--- config.mk ---
export PLATFORM = sky130hd
export DESIGN_NAME = vtb_fifo
export DESIGN_NICKNAME = d
export VERILOG_FILES = /design/src/design/vtb_pkg.sv /design/src/design/vtb_fifo.sv
export SDC_FILE = /design/constraint.sdc
export NUM_CORES = 1
export LEC_CHECK = 0
export BUFFER_PORTS_ARGS = -buffer_cell sky130_fd_sc_hd__buf_2
export CAP_MARGIN = 15
export CORE_ASPECT_RATIO = 0.6
export CORE_MARGIN = 4
export CORE_UTILIZATION = 45
export DETAILED_ROUTE_END_ITERATION = 12
export GPL_TIMING_DRIVEN = 0
export PLACE_DENSITY = 0.63
export SYNTH_ARGS = -nofsm -noshare
export SYNTH_HDL_FRONTEND = slang
export SYNTH_SLANG_ARGS = --single-unit
--- constraint.sdc ---
create_clock -name clk -period 7.4 [get_ports clk]
set_clock_uncertainty 0.2 [all_clocks]
set_input_delay 1.48 -clock clk [delete_from_list [all_inputs] [get_ports clk]]
set_output_delay 1.48 -clock clk [all_outputs]
set_load 0.1 [all_outputs]
--- src/design/vtb_pkg.sv ---
// Package for the virtual timer bank: codes, widths and record types.
`timescale 1ns / 1ps
package vtb_pkg;
    localparam int NUM_TIMERS_DEF = 8;
    localparam logic [15:0] MIN_LEAD_RESET = 16'd250;

    localparam logic [3:0] FN_CREATE = 4'd0;
    localparam logic [3:0] FN_DELETE = 4'd1;
    localparam logic [3:0] FN_START  = 4'd2;
    localparam logic [3:0] FN_STOP   = 4'd3;
    localparam logic [3:0] FN_SETTM  = 4'd4;
    localparam logic [3:0] FN_QUERY  = 4'd5;
    localparam logic [3:0] FN_SETHND = 4'd6;
    localparam logic [3:0] FN_CANCEL = 4'd7;
    localparam logic [3:0] FN_TICK   = 4'd8;
    localparam logic [3:0] FN_RETURN = 4'd9;

    localparam logic [1:0] ERR_OK      = 2'd0;
    localparam logic [1:0] ERR_UNKNOWN = 2'd1;
    localparam logic [1:0] ERR_RUNNING = 2'd2;
    localparam logic [1:0] ERR_BUSY    = 2'd3;

    // one timer slot record, held in the slot memory
    typedef struct packed {
        logic        valid;
        logic        active;
        logic        armed;
        logic [63:0] base;
        logic [63:0] accum;
        logic [63:0] sched;
        logic [31:0] handler;
        logic [31:0] common;
        logic [63:0] deadline;
    } slot_rec_t;

    typedef struct packed {
        logic [1:0]  error_code;
        logic        flag_out;
        logic [63:0] time_out;
        logic [63:0] base_out;
        logic [63:0] schedule_out;
        logic        dispatch_valid;
        logic [3:0]  dispatch_slot;
        logic [31:0] dispatch_handler;
        logic [31:0] dispatch_common;
    } result_t;

    // deadline for an armed alarm
    function automatic logic [63:0] alarm_deadline(input slot_rec_t r,
        input logic [63:0] sched, input logic [63:0] now, input logic [15:0] lead);
        logic [63:0] eff;
        logic [63:0] goal;
        logic [63:0] mingoal;
        begin
            eff = (sched < {48'd0, lead}) ? {48'd0, lead} : sched;
            goal = r.base + eff - r.accum;
            mingoal = now + {48'd0, lead};
            alarm_deadline = ($signed(goal) < $signed(mingoal)) ? mingoal : goal;
        end
    endfunction
endpackage

--- src/design/vtb_fifo.sv ---
// Fired-timer queue: push, pop, and removal of one slot by a compaction sweep.
`timescale 1ns / 1ps
module vtb_fifo
    import vtb_pkg::*;
#(
    parameter int NUM_TIMERS = NUM_TIMERS_DEF
)(
    input  logic       clk,
    input  logic       rst_n,
    input  logic       push,
    input  logic [3:0] push_slot,
    input  logic       pop,
    input  logic       purge,
    input  logic [3:0] purge_slot,
    output logic [3:0] head,
    output logic       not_empty,
    output logic       full
);
    localparam int CW = $clog2(NUM_TIMERS + 1);
    localparam int IW = (NUM_TIMERS > 1) ? $clog2(NUM_TIMERS) : 1;
    logic [3:0]    q_reg [NUM_TIMERS];
    logic [CW-1:0] cnt_reg;

    assign head      = q_reg[0];
    assign not_empty = (cnt_reg != '0);
    assign full      = (cnt_reg == CW'(NUM_TIMERS));

    always_ff @(posedge clk or negedge rst_n)
    begin
        if (!rst_n)
        begin
            cnt_reg <= '0;
        end
        else if (purge)
        begin
            logic [CW-1:0] w;
            w = '0;
            for (int r = 0; r < NUM_TIMERS; r++)
            begin
                if (CW'(r) < cnt_reg && q_reg[r] != purge_slot)
                begin
                    // w never passes r, so it stays inside the queue
                    q_reg[IW'(w)] <= q_reg[r];
                    w = w + 1'b1;
                end
            end
            cnt_reg <= w;
        end
        else if (pop)
        begin
            for (int i = 1; i < NUM_TIMERS; i++)
                q_reg[i-1] <= q_reg[i];
            cnt_reg <= cnt_reg - 1'b1;
        end
        else if (push && !full)
        begin
            q_reg[IW'(cnt_reg)] <= push_slot;
            cnt_reg <= cnt_reg + 1'b1;
        end
    end
endmodule

==> results.cfg, run 1 <==
[finish]
n_antenna_cell = 0
largest_register_ffs = 32
fill_cells = 1066
layout-drive-gt1-share = 0.123
num-nets-final = 700
finish.instance_area_mm2 = 0.00542
syn2layout_area_growth_pct = 11.7

[synthesis]
yosys_warning_count = 0
netlist_top_cells_area = edfxtp_1 20%, mux2i_1 6.2%, nand2_1 6.1%
synthesis.area_mm2 = 0.00485
post_synth_fa_ha_maj_area_fraction = 0.0351
synth_cell_type_count = 79
post_synth_xor_area_fraction = 0.0991
synth_async_sr_flop_share = 0.111
synth_seq_area_share = 0.219
synth_cells = 645
synth_top_family_by_area = compound AO/OA/AOI/OAI gates
synth_compound_gate_area_share = 0.276
synth_edf_count = 32
synth.most_common_cell = nand2_1
netlist_top_cells_count = 79 x nand2_1, 72 x nor2_1, 46 x a21oi_1
synth_top_flop_cell = edfxtp_1
synth.avg_cell_area_um2 = 7.51
yosys.area.top_type = edfxtp_1
synth_seq_cells = 36
post-synth-top-area-fraction = 0.198
synth_nets = 671
yosys-mux-area-fraction = 0.0736
simple_gate_portion_of_the_synthesized_area = 0.236

[sta]
fmax_mhz = 140
period_share = 0.968
setup_viol = 0
final-hold-violation-count = 0
finalCriticalPeriod_ps = 7170
maxSlewHeadroom = 0.319
fin_worst_hold_slack_ps = 793
final_slew_viol_count = 0
tightest_slew_ps = 1010

[grt]
grt_remaining_overflow = 0
number_of_global_route_vias_before_repair = 4886
grt_antenna_before_repair = 0
grt_max_degree = 12
track_usage = 0.319
grt_first_pass_wirelength_mm = 30.0

[floorplan]
initial_utilization = 0.461
die_w_um = 142
chipHeight_um = 88.4
die_area_mm2 = 0.0126
core_area_mm2 = 0.0105
floorplan.rows = 29
design.portCount = 19

[clock_tree]
cts_hold_buf = 0
clk-insertion-delay-late_ps = 290
maximum_clock_insertion_buffer_count = 2
clock_sinks = 36
numCtsBuffers = 5
cts_root_buf = clkbuf_16
cts_tree = built
clk_pin_slew_worst_paths_ps = 60
htreeDepth = 2

[setup_path]
worst-endpoint-required_ps = 7200
worst_path_dominant_cell_family = adder cells
criticalPathCategory = primary input to register
cp_common_cell = ha_1
timing.critical_path.slowest_stage_cell = fa_2
critPathCaptureType = register
critical_path.cell_chain = buf_4 > xor2_1 > o41ai_4 > buf_6 > fa_2 > clkinv_2 > ha_1 > a21oi_4 > inv_2 > ha_1 > or3_1 > o21ai_4 > inv_2 > ha_1 > nand2_1 > nand2_1 > ha_1 > nand2_1 > xnor2_1 > xnor2_2 > buf_4 > nand2b_4 > nor2_4 > or3_4
critPathMaxStageDelay_ps = 520
reg_to_reg_setup_timing_slack_ps = 540
crit_path_start_kind = primary input
cp.arrival_ps = 6970
path_buf_inv = 6
worstPathMaxFanout = 10

[hold_path]
min_path_type = register to register

[route]
drtIter0Drc = 828
viasPerCell = 6.59
route.vias.total = 5364
remaining_drc_errors = 0
wl_per_cell_um = 24.8
totalWireLength_mm = 20.2
drt_pre_antenna_iters = 6
final_ant_viol_nets = 0

[status]
status = finished, final reports clean

[placement]
placedInstanceArea_mm2 = 0.00510
io_buffer_count = 14
dp_hpwl_mm = 15.5
routabilityCongestion = 1.13

[flow_run]
maxCapViolations = 0
## worst paths after layout
check                                         end  cells after the start                   start
setup / recovery            q_reg[0][2]$_DFFE_PP_                     24           purge_slot[2]
hold / removal             cnt_reg[3]$_DFFE_PN0P_                      4  cnt_reg[3]$_DFFE_PN0P_
setup reg to reg            q_reg[0][2]$_DFFE_PP_                     27  cnt_reg[0]$_DFFE_PN0P_
hold reg to reg            cnt_reg[3]$_DFFE_PN0P_                      4  cnt_reg[3]$_DFFE_PN0P_
max in group asynchronous  cnt_reg[3]$_DFFE_PN0P_                      1                   rst_n
min in group asynchronous  cnt_reg[0]$_DFFE_PN0P_                      1                   rst_n
## what timing repair did
action / in CTS / in global routing
setup endpoints to repair: 63 / 62
hold endpoints to repair: 0 / 0
gates resized for setup: 10 / 15
pin swaps: 2 / 4
setup buffers: 3 / 3
## kinds of logic (layout without fill, tap and decap cells)
family / Yosys count / count (layout)
buf+inv: 72 / 102
flops: 36 / 36
mux: 35 / 35
simple gates: 245 / 245
xor+xnor: 49 / 49
fa+ha+maj: 13 / 13
compound gates: 195 / 195
## placed cells by master (no fill, tap or decap), types with 5 or more instances in the layout
cell       synthesis  final
a211oi_1          13     13
a21oi_1           46     46
a22oi_1            9      9
a311oi_1           7      7
a31oi_1           14     13
and2_1             7      7
buf_2              7     22
buf_4              5     11
clkbuf_1          24     23
clkbuf_16          0      5
edfxtp_1          32     32
ha_1              12     12
inv_1             30     28
mux2_2             5      5
mux2i_1           30     30
nand2_1           79     79
nand3_1           17     13
nand4_1            5      5
nor2_1            72     69
nor3_1            23     23
nor4_1             5      5
o211ai_1          12     12
o21ai_0           24     23
o21ai_1            5      5
o22ai_1           13     13
o31ai_1            6      6
or3_1              7      5
xnor2_1           30     30
xor2_1            14     14
## worst min-delay path: stages, from the launching register on
cell and delay, ps:
dfrtp_1 380, clkbuf_1 230, xnor2_1 200, nor2_1 100, a21oi_1 50
## layout make-up
class,instances,area [µm²],share of cell area
Multi-Input combinational cell,537,3590,0.662
Sequential cell,36,1060,0.196
Buffer,39,178,0.0328
Tap cell,139,174,0.0321
Timing Repair Buffer,23,133,0.0245
Clock buffer,5,125,0.0231
Inverter,32,121,0.0224
Clock inverter,3,37.5,0.00693
## metrics by stage
step / cells / setup WS [ps] / utilization / setup TNS, ps
2_1_floorplan: 645 / 8.29 / - / 0
3_3_place_gp: 798 / -1870 / 0.484 / -96390
4_1_cts: 810 / 37.7 / 0.505 / 0
6_report: 814 / 235 / 0.515 / 0
5_1_grt: 814 / -13.6 / 0.515 / -79.1
3_5_place_dp: 800 / -1500 / 0.485 / -70440
## metal layers
layer | part of all wire | GRT usage | vias to the layer above
met5 | 0 | 0 | -
met4 | 0.029 | 0.0889 | 0
met3 | 0.13 | 0.109 | 57
met2 | 0.39 | 0.450 | 321
met1 | 0.46 | 0.462 | 2544
li1 | - | - | 2442
Power of run 1 is not shown: default switching activity piles up to over one toggle a cycle in this logic, so the estimate is an artifact.
==> run 2: changes to the inputs <==
RECOVER_POWER = 100   (was not set)
==> results.cfg, run 2 (synthesized netlist as in run 1, its figures left out) <==
[status]
status = finished, final reports clean

[floorplan]
chipHeight_um = 88.4
initial_utilization = 0.461
die_w_um = 142
floorplan.rows = 29
core_area_mm2 = 0.0105
die_area_mm2 = 0.0126
design.portCount = 19

[sta]
tightest_slew_ps = 1170
setup_viol = 0
fmax_mhz = 140
period_share = 0.966
fin_worst_hold_slack_ps = 795
final_slew_viol_count = 0
finalCriticalPeriod_ps = 7150
final-hold-violation-count = 0
maxSlewHeadroom = 0.224

[placement]
io_buffer_count = 14
routabilityCongestion = 1.13
dp_hpwl_mm = 15.5

[setup_path]
r2r_end = q_reg[0][2]$_DFFE_PP_
criticalPathCategory = primary input to register
reg_to_reg_setup_timing_slack_ps = 520
worstPathMaxFanout = 10
crit_path_start_kind = primary input
ff2ff_path_depth = 27
cp.arrival_ps = 6960
critical_path.reg2reg.startpoint = cnt_reg[0]$_DFFE_PN0P_
worst-endpoint-required_ps = 7210
critPathCaptureType = register

[clock_tree]
numCtsBuffers = 5
htreeDepth = 2
cts_tree = built
maximum_clock_insertion_buffer_count = 2
cts_root_buf = clkbuf_16
cts_hold_buf = 0
clock_sinks = 36
clk-insertion-delay-late_ps = 290
clk_pin_slew_worst_paths_ps = 60

[route]
drtIter0Drc = 770
drt_pre_antenna_iters = 6
remaining_drc_errors = 0
wl_per_cell_um = 24.9
viasPerCell = 6.63
totalWireLength_mm = 20.3
route.vias.total = 5397
final_ant_viol_nets = 0

[grt]
grt_first_pass_wirelength_mm = 30.0
track_usage = 0.319
number_of_global_route_vias_before_repair = 4886
grt_max_degree = 12
grt_antenna_before_repair = 0
grt_remaining_overflow = 0

[hold_path]
min_path_type = register to register
worst_case_hold_path_end_point = cnt_reg[3]$_DFFE_PN0P_
hold_path.startpoint = cnt_reg[3]$_DFFE_PN0P_
holdPathStages = 4

[flow_run]
maxCapViolations = 0

[finish]
num-nets-final = 700
n_antenna_cell = 0
mostFrequentLayoutCells = 79 x nand2_1, 70 x nor2_1, 46 x a21oi_1
layout.cells.most_common = nand2_1
largest_register_ffs = 32
layout-drive-gt1-share = 0.107
syn2layout_area_growth_pct = 11.1
==> run 2: changes by cell type in the layout (fill, tap and decap cells not counted), sizes merged <==
| cell | previous run | this run |
|---|---|---|
| clkbuf | 29 | 37 |
| buf | 38 | 30 |
==> run 2: per-layer routing <==
layer	wire [µm]	vias up	global-route usage
li1	-	2442	-
met5	0	-	0
met3	2640	48	0.109
met4	540	0	0.0889
met2	7900	350	0.450
met1	9170	2557	0.462
==> run 2: cell type report <==
cell class | instances | area (µm²)
Timing Repair Buffer | 23 | 120
Clock inverter | 3 | 37.5
Buffer | 39 | 178
Fill cell | 1074 | 5140
Sequential cell | 36 | 1060
Inverter | 32 | 121
Multi-Input combinational cell | 537 | 3570
Clock buffer | 5 | 125
Tap cell | 139 | 174
==> run 2: through the flow <==
stage                     instances  worst slack [ps]  instance area [µm²]  setup TNS (ps)  utilization
after floorplan                 645              8.29                 4850               0            -
after global placement          798             -1870                 5090          -96390        0.484
after detailed placement        800             -1500                 5100          -70440        0.485
after CTS                       810              37.7                 5320               0        0.505
after global routing            814             -13.2                 5390           -75.4        0.512
final                           814               251                 5390               0        0.512
==> run 2: repair_timing <==
action,4_1_cts,5_1_grt
pin swaps,2,4
endpoints found under the setup margin,63,62
setup buffers,3,3
resized for setup,10,15
==> run 2: worst max-delay path, stage by stage <==
cell and delay [ps]:
buf_4 170, xor2_1 210, o41ai_4 480, buf_6 200
fa_2 520, clkinv_2 140, ha_1 280, a21oi_4 200
inv_2 100, ha_1 280, or3_1 440, o21ai_4 170
inv_2 130, ha_1 360, nand2_1 150, nand2_1 130
ha_1 150, nand2_1 70, xnor2_1 170, xnor2_2 440
buf_4 220, nand2b_4 70, nor2_4 190, or3_4 200
==> run 2: worst max-delay path by stage <==
stage	depth (start not counted)	slack [ps]	startpoint	to
global placement	21	-1870	purge_slot[2]	q_reg[2][1]$_DFFE_PP_
finish	24	250	purge_slot[2]	q_reg[0][2]$_DFFE_PP_
global route	25	-10	purge_slot[2]	q_reg[4][3]$_DFFE_PP_
CTS	23	40	purge_slot[1]	q_reg[1][1]$_DFFE_PP_
detailed placement	22	-1500	purge_slot[1]	q_reg[2][1]$_DFFE_PP_
floorplan	22	8	purge_slot[2]	q_reg[0][0]$_DFFE_PP_
Power of run 2 is left out for the same reason.
